<file path="config.mk">
export PLATFORM = sky130hd
export DESIGN_NAME = date_difference_days_flat
export DESIGN_NICKNAME = d
export VERILOG_FILES = /design/src/sv/ddd_pkg.sv /design/src/sv/ddd_if.sv /design/src/sv/ddd_day_num.sv /design/src/sv/date_difference_days.sv /design/src/flat_wrapper.sv
export SDC_FILE = /design/constraint.sdc
export NUM_CORES = 1
export LEC_CHECK = 0
export BUFFER_PORTS_ARGS = -buffer_cell sky130_fd_sc_hd__buf_2
export CAP_MARGIN = 25
export CORE_MARGIN = 1.5
export CORE_UTILIZATION = 25
export CTS_BUF_LIST = sky130_fd_sc_hd__clkbuf_4
export DETAILED_ROUTE_END_ITERATION = 8
export PLACE_DENSITY_LB_ADDON = 0.12
export REMOVE_ABC_BUFFERS = 1
export SETUP_SLACK_MARGIN = 0.5
export SYNTH_ARGS = -nofsm -noshare
export SYNTH_HDL_FRONTEND = slang
export SYNTH_SLANG_ARGS = --single-unit
</file>
<file path="constraint.sdc">
create_clock -name clk_i -period 8.55 [get_ports clk_i]
set_input_delay 0.855 -clock clk_i [delete_from_list [all_inputs] [get_ports clk_i]]
set_output_delay 0.855 -clock clk_i [all_outputs]
set_load 0.1 [all_outputs]
</file>
<file path="src/sv/ddd_pkg.sv">
// Shared widths, constants and the month table for the date difference block.
`timescale 1ns / 1ps
package ddd_pkg;

  localparam int unsigned DayW   = 5;
  localparam int unsigned MonW   = 4;
  localparam int unsigned YearW  = 14;
  localparam int unsigned DistW  = 22;
  localparam int unsigned NumW   = 23;
  localparam int unsigned PartW  = 10;
  localparam int unsigned QuotW  = 8;

  // floor(p / 100) = (p * Recip100) >> Recip100Sh, exact for 14-bit p
  localparam int unsigned Recip100W  = 13;
  localparam int unsigned Recip100Sh = 19;
  localparam logic [Recip100W-1:0] Recip100 = 13'd5243;

  localparam logic [NumW-1:0]  YearZeroDays = 23'd366;
  localparam logic [YearW-1:0] CentRemLast  = 14'd99;
  localparam logic [MonW-1:0]  MonMarch     = 4'd3;
  localparam logic [DistW-1:0] DistMax      = '1;

  typedef logic [NumW-1:0] day_num_t;

  function automatic logic [PartW-1:0] days_before_month(input logic [MonW-1:0] m);
    logic [PartW-1:0] r;
    case (m)
      4'd0:    r = 10'd0;
      4'd1:    r = 10'd0;
      4'd2:    r = 10'd31;
      4'd3:    r = 10'd59;
      4'd4:    r = 10'd90;
      4'd5:    r = 10'd120;
      4'd6:    r = 10'd151;
      4'd7:    r = 10'd181;
      4'd8:    r = 10'd212;
      4'd9:    r = 10'd243;
      4'd10:   r = 10'd273;
      4'd11:   r = 10'd304;
      4'd12:   r = 10'd334;
      default: r = 10'd365;
    endcase
    return r;
  endfunction

endpackage

</file>
<file path="src/sv/ddd_if.sv">
// Request and result channel interfaces.
`timescale 1ns / 1ps
interface ddd_in_if;
  import ddd_pkg::*;
  logic             valid;
  logic             ready;
  logic [DayW-1:0]  day_first;
  logic [MonW-1:0]  month_first;
  logic [YearW-1:0] year_first;
  logic [DayW-1:0]  day_second;
  logic [MonW-1:0]  month_second;
  logic [YearW-1:0] year_second;

  modport source (output valid, day_first, month_first, year_first,
                  day_second, month_second, year_second, input ready);
  modport sink (input valid, day_first, month_first, year_first,
                day_second, month_second, year_second, output ready);
endinterface

interface ddd_out_if;
  import ddd_pkg::*;
  logic             valid;
  logic             ready;
  logic [DistW-1:0] day_distance;

  modport source (output valid, day_distance, input ready);
  modport sink (input valid, day_distance, output ready);
endinterface

</file>
<file path="src/sv/ddd_day_num.sv">
// Three-stage day number pipeline for one date.
`timescale 1ns / 1ps
module ddd_day_num import ddd_pkg::*; (
  input  logic             clk_i,
  input  logic             en_i,
  input  logic [DayW-1:0]  day_i,
  input  logic [MonW-1:0]  month_i,
  input  logic [YearW-1:0] year_i,
  output day_num_t         num_o
);

  // stage 1: year minus one, its century count, month offset plus day
  logic [YearW-1:0]                p_d, p1_q;
  logic [YearW+Recip100W-1:0]      prod;
  logic [QuotW-1:0]                q_d, q1_q;
  logic [PartW-1:0]                part_d, part1_q, part2_q;
  logic                            yz1_q, post1_q, post2_q;

  // stage 2: year days and leap flag
  logic [YearW-1:0]                rem;
  logic [NumW-1:0]                 yb_d, yb2_q;
  logic [QuotW-1:0]                qc_d, qc2_q;
  logic                            leap_d, leap2_q, yz2_q;
  day_num_t                        num_d, num_q;

  assign p_d    = year_i - YearW'(1);
  assign prod   = (YearW+Recip100W)'(p_d) * (YearW+Recip100W)'(Recip100);
  assign q_d    = prod[Recip100Sh +: QuotW];
  assign part_d = days_before_month(month_i) + PartW'(day_i);

  always_ff @(posedge clk_i) begin
    if (en_i) begin
      p1_q    <= p_d;
      q1_q    <= q_d;
      part1_q <= part_d;
      yz1_q   <= (year_i == '0);
      post1_q <= (month_i >= MonMarch);
    end
  end

  assign rem    = p1_q - YearW'(q1_q) * YearW'(100);
  assign yb_d   = YearZeroDays + NumW'(p1_q) * NumW'(365) + NumW'(p1_q >> 2);
  assign qc_d   = q1_q - (q1_q >> 2);
  assign leap_d = yz1_q || ((p1_q[1:0] == 2'd3) &&
                  !((rem == CentRemLast) && (q1_q[1:0] != 2'd3)));

  always_ff @(posedge clk_i) begin
    if (en_i) begin
      yb2_q   <= yb_d;
      qc2_q   <= qc_d;
      leap2_q <= leap_d;
      yz2_q   <= yz1_q;
      part2_q <= part1_q;
      post2_q <= post1_q;
    end
  end

  always_comb begin
    num_d = NumW'(part2_q) + NumW'(post2_q && leap2_q);
    if (!yz2_q) begin
      num_d = num_d + yb2_q - NumW'(qc2_q);
    end
  end

  always_ff @(posedge clk_i) begin
    if (en_i) begin
      num_q <= num_d;
    end
  end

  assign num_o = num_q;

endmodule

</file>
<file path="src/sv/date_difference_days.sv">
// Throughput: one date pair per cycle; a stalled output freezes the whole pipeline.
// Stages: year split and century count, year days and leap, day number, distance.
// Reset clears only the stage valid bits; data registers are not reset.
// No clearing pass; requests are taken from the first cycle after reset.
`timescale 1ns / 1ps
module date_difference_days import ddd_pkg::*; (
  input  logic clk_i,
  input  logic rst_ni,
  ddd_in_if.sink    in_i,
  ddd_out_if.source out_o
);

  logic [3:0]       vld_q, vld_d;
  logic             en;
  day_num_t         num_a, num_b;
  logic [NumW-1:0]  diff;
  logic [DistW-1:0] dist_d, dist_q;

  assign en         = !vld_q[3] || out_o.ready;
  assign in_i.ready = en;
  assign vld_d      = {vld_q[2:0], in_i.valid};

  always_ff @(posedge clk_i or negedge rst_ni) begin
    if (!rst_ni) begin
      vld_q <= '0;
    end else if (en) begin
      vld_q <= vld_d;
    end
  end

  ddd_day_num u_first (
    .clk_i   (clk_i),
    .en_i    (en),
    .day_i   (in_i.day_first),
    .month_i (in_i.month_first),
    .year_i  (in_i.year_first),
    .num_o   (num_a)
  );

  ddd_day_num u_second (
    .clk_i   (clk_i),
    .en_i    (en),
    .day_i   (in_i.day_second),
    .month_i (in_i.month_second),
    .year_i  (in_i.year_second),
    .num_o   (num_b)
  );

  assign diff   = (num_a > num_b) ? (num_a - num_b) : (num_b - num_a);
  assign dist_d = diff[NumW-1] ? DistMax : diff[DistW-1:0];

  always_ff @(posedge clk_i) begin
    if (en) begin
      dist_q <= dist_d;
    end
  end

  assign out_o.valid        = vld_q[3];
  assign out_o.day_distance = dist_q;

`ifndef SYNTHESIS
  a_req_enters: assert property (@(posedge clk_i) disable iff (!rst_ni)
    (in_i.valid && in_i.ready) |=> vld_q[0])
    else $error("accepted request did not enter stage 1");

  a_stall_holds: assert property (@(posedge clk_i) disable iff (!rst_ni)
    !en |=> $stable(vld_q))
    else $error("valid bits moved during stall");

  a_advance: assert property (@(posedge clk_i) disable iff (!rst_ni)
    (en && vld_q[2]) |=> vld_q[3])
    else $error("item lost between stage 3 and output");

  a_no_ready_stall: assert property (@(posedge clk_i) disable iff (!rst_ni)
    (vld_q[3] && !out_o.ready) |-> !in_i.ready)
    else $error("request taken while output stalled");
`endif

endmodule

</file>
<file path="src/flat_wrapper.sv">
// flat-port wrapper written by rule: the top's interface ports become plain ports
module date_difference_days_flat import ddd_pkg::*;
  (clk_i, rst_ni, in_i_valid, in_i_day_first, in_i_month_first, in_i_year_first, in_i_day_second, in_i_month_second, in_i_year_second, in_i_ready, out_o_valid, out_o_day_distance, out_o_ready);
  ddd_in_if in_i_i ();
  ddd_out_if out_o_i ();
  input  logic clk_i;
  input  logic rst_ni;
  input wire logic [$bits(in_i_i.valid)-1:0] in_i_valid;
  input wire logic [$bits(in_i_i.day_first)-1:0] in_i_day_first;
  input wire logic [$bits(in_i_i.month_first)-1:0] in_i_month_first;
  input wire logic [$bits(in_i_i.year_first)-1:0] in_i_year_first;
  input wire logic [$bits(in_i_i.day_second)-1:0] in_i_day_second;
  input wire logic [$bits(in_i_i.month_second)-1:0] in_i_month_second;
  input wire logic [$bits(in_i_i.year_second)-1:0] in_i_year_second;
  output wire logic [$bits(in_i_i.ready)-1:0] in_i_ready;
  output wire logic [$bits(out_o_i.valid)-1:0] out_o_valid;
  output wire logic [$bits(out_o_i.day_distance)-1:0] out_o_day_distance;
  input wire logic [$bits(out_o_i.ready)-1:0] out_o_ready;
  assign in_i_i.valid = in_i_valid;
  assign in_i_i.day_first = in_i_day_first;
  assign in_i_i.month_first = in_i_month_first;
  assign in_i_i.year_first = in_i_year_first;
  assign in_i_i.day_second = in_i_day_second;
  assign in_i_i.month_second = in_i_month_second;
  assign in_i_i.year_second = in_i_year_second;
  assign in_i_ready = in_i_i.ready;
  assign out_o_valid = out_o_i.valid;
  assign out_o_day_distance = out_o_i.day_distance;
  assign out_o_i.ready = out_o_ready;
  date_difference_days u_core (.clk_i(clk_i), .rst_ni(rst_ni), .in_i(in_i_i), .out_o(out_o_i));
endmodule
</file>
==> impl_metrics.ini <==
[placed_design]
place_ws_ns = 0.412
place.gp.congestion = 0.808
io_buffers = 73
hpwl_microns = 58400

[timing]
final.setup_skew_ns = 0.0550
final.setup.tns_ns = 0
slew_viol_final = 0
rsz0062_at_grt = false
maxSlewHeadroom = 0.355
finalWorstSetupSlack_ns = 1.21
period_needed_ns = 7.34
final-setup-viol-count = 0
hold_ws_ns = 0.319
finalCritPeriodShare = 0.858
max_slew.worst_pin.slew_ns = 0.961
final-hold-violation-count = 0
clock.fmax_mhz = 136

[global_routing]
grt_usage = 0.122
grt_overflow = 0
grt_pass1_wl_microns = 113000
grt_max_degree = 68
antenna_found_initial = 11
grt_pass1_vias = 21000

[routing]
drcViolationCount = 0
vias = 19500
wire_per_inst_microns = 15.0
dr.pass1.iters = 5
wl_microns = 69200
drtIter0Drc = 674
post_drt_via_cell_ratio = 4.24
ant_nets = 0

[critical_path]
crit_type = primary input to register
critPathMaxFanout = 6
r2r_slack_ns = 2.85
cp_slowest_cell = fa_1
r2r_end = u_core.u_second.yb2_q[22]$_DFFE_PP_
r2r-start = u_core.u_second.p1_q[12]$_DFFE_PP_
crit_path_end_kind = register
crit_top_cell = fa_1
start_kind = primary input
cp.arrival_ns = 7.85
max_stage_delay_ns = 0.56
cp_data_required_time_ns = 9.06
r2r_cells = 16

[min_path]
min_to = u_core.vld_q[0]$_DFFE_PN0P_
hold_path_depth = 2
min_path_type = primary input to register
hp-start = in_i_valid

[run_status]
status = complete, no violations

[yosys]
syn_inst = 2902
ys_types = 73
yosysSeqAreaShare = 0.235
syn_area_per_cell_sq_um = 10.0
yosysWarnings = 0
synth_ff_type = edfxtp_1
synthArstFlopShare = 0.0175
synth_area_sq_um = 29100
synth_edf_count = 224
ys_ff_latch = 228

[floorplan]
num_io_pins = 74
placeableCoreArea_sq_um = 115000
num_rows = 124
die-width_microns = 344
dieHeight_microns = 344
die_area_sq_um = 118000
start_util = 0.253

[final_layout]
final_common_cell = inv_1
syn_to_final_growth_pct = 10.8
final_cell_mix = inv_1, ha_1, fa_1
final_layout_size_suffix_gt1_frac = 0.0779
fin_nets = 3888

[clocking]
clockBufferDepth = 3
cts_root_buf = clkbuf_4
cts_made_buffers = 72
cts-htree-levels = 3
ctsResizeCount = 0
cts.clk_slew.worst_paths_ns = 0.06
insertion_delay_ns = 0.80
clock_sinks = 228
cts_setup_buffers = 0
postCtsHoldBufs = 1
cts_tree = yes

[job]
drv_cap = 0
## synth_stat cells (4+ instances only)
cell / instances / area (sq um)
a2111oi_0: 7 / 61.3
a211o_1: 6 / 52.6
a211oi_1: 16 / 120
a21boi_0: 7 / 52.6
a21o_1: 81 / 608
a21oi_1: 146 / 731
a31oi_1: 8 / 50.1
and2_1: 5 / 31.3
and3_1: 12 / 75.1
buf_2: 6 / 30.0
clkbuf_1: 22 / 82.6
dfrtp_1: 4 / 100
edfxtp_1: 224 / 6730
fa_1: 258 / 5160
ha_1: 545 / 6820
inv_1: 633 / 2380
mux2_2: 19 / 214
mux2i_1: 24 / 240
nand2_1: 115 / 432
nand2b_1: 33 / 206
nand3_1: 43 / 215
nand4_1: 13 / 81.3
nor2_1: 127 / 477
nor2b_1: 31 / 194
nor3_1: 35 / 175
nor3b_1: 8 / 60.1
nor4_1: 7 / 43.8
o211ai_1: 11 / 82.6
o21a_1: 32 / 240
o21ai_0: 82 / 410
o21ai_1: 6 / 30.0
o21bai_1: 20 / 150
o31ai_1: 9 / 67.6
o41ai_1: 5 / 43.8
or2_2: 6 / 37.5
or3_1: 16 / 100
xnor2_1: 135 / 1180
xor2_1: 85 / 744
## per-layer routing
metal / part of all wire / track usage / up-vias / wire (microns)
met5: 0.00084 / 0 / - / 58
met4: 0.020 / 0.0332 / 10 / 1350
met3: 0.030 / 0.0180 / 98 / 2090
li1: - / - / 9993 / -
met1: 0.50 / 0.167 / 9206 / 34600
met2: 0.45 / 0.198 / 191 / 31100
## worst max-delay path: cells and delay by family
family,cells,cell delay [ns]
adder cells (fa/ha/maj),7,2.89
buffers and inverters,4,0.41
AO/OA/AOI/OAI,9,1.69
AND/OR/NAND/NOR,5,1.41
XOR/XNOR,2,0.56
## cells by family (layout without fill, tap and decap cells)
group                    after synthesis  in the layout  synth area share
buffers and inverters                667            846            0.0873
AND/OR/NAND/NOR                      462            462            0.0762
XOR/XNOR                             221            221            0.0668
flip-flops                           228            228             0.235
other                                  1              4          0.000129
AO/OA/AOI/OAI                        476            476             0.106
multiplexers                          44             44            0.0161
adder cells (fa/ha/maj)              803            803             0.412
## cell type report
class	count	area, sq um
inverters	633	2380
fillers	12400	82600
clock inverters	23	126
repair buffers	92	531
multi-input cells	2008	19700
well taps	1512	1890
flip-flops and latches	228	6830
clock buffers	98	736
diodes	2	5.00
## worst max path at each step
stage	start	endpoint	slack, ns	cells past startpoint
2_1_floorplan	out_o_ready	u_core.vld_q[0]$_DFFE_PN0P_	0.51	2
3_3_place_gp	in_i_year_second[0]	u_core.u_second.q1_q[7]$_DFFE_PP_	0.42	27
3_5_place_dp	in_i_year_second[0]	u_core.u_second.q1_q[7]$_DFFE_PP_	0.41	27
6_report	in_i_year_second[0]	u_core.u_second.q1_q[7]$_DFFE_PP_	1.21	27
4_1_cts	in_i_year_second[0]	u_core.u_second.q1_q[7]$_DFFE_PP_	1.28	27
5_1_grt	in_i_year_second[0]	u_core.u_second.q1_q[7]$_DFFE_PP_	0.75	27
## sequential cells by signal (all words and copies together) (netlist names), 10 cells and up
register and count:
u_core.u_second.yb2_q 23, u_core.u_second.p1_q 14, u_core.u_first.p1_q 14, u_core.u_first.yb2_q 23, u_core.u_first.num_o 23, u_core.u_first.part2_q 10, u_core.u_first.part1_q 10, u_core.out_o.day_distance 22
u_core.u_second.part1_q 10, u_core.u_second.part2_q 10, u_core.u_second.num_o 23
## metrics by stage
step                      instances  cell area (sq um)  utilization
final                          4596              32200        0.281
after global routing           4596              32200        0.281
after CTS                      4593              32200        0.280
after detailed placement       4471              31300        0.273
after global placement         4471              31300        0.273
after floorplan                2869              28900            -
Power is not shown: default switching activity piles up to over one toggle a cycle in this logic, so the estimate is an artifact.
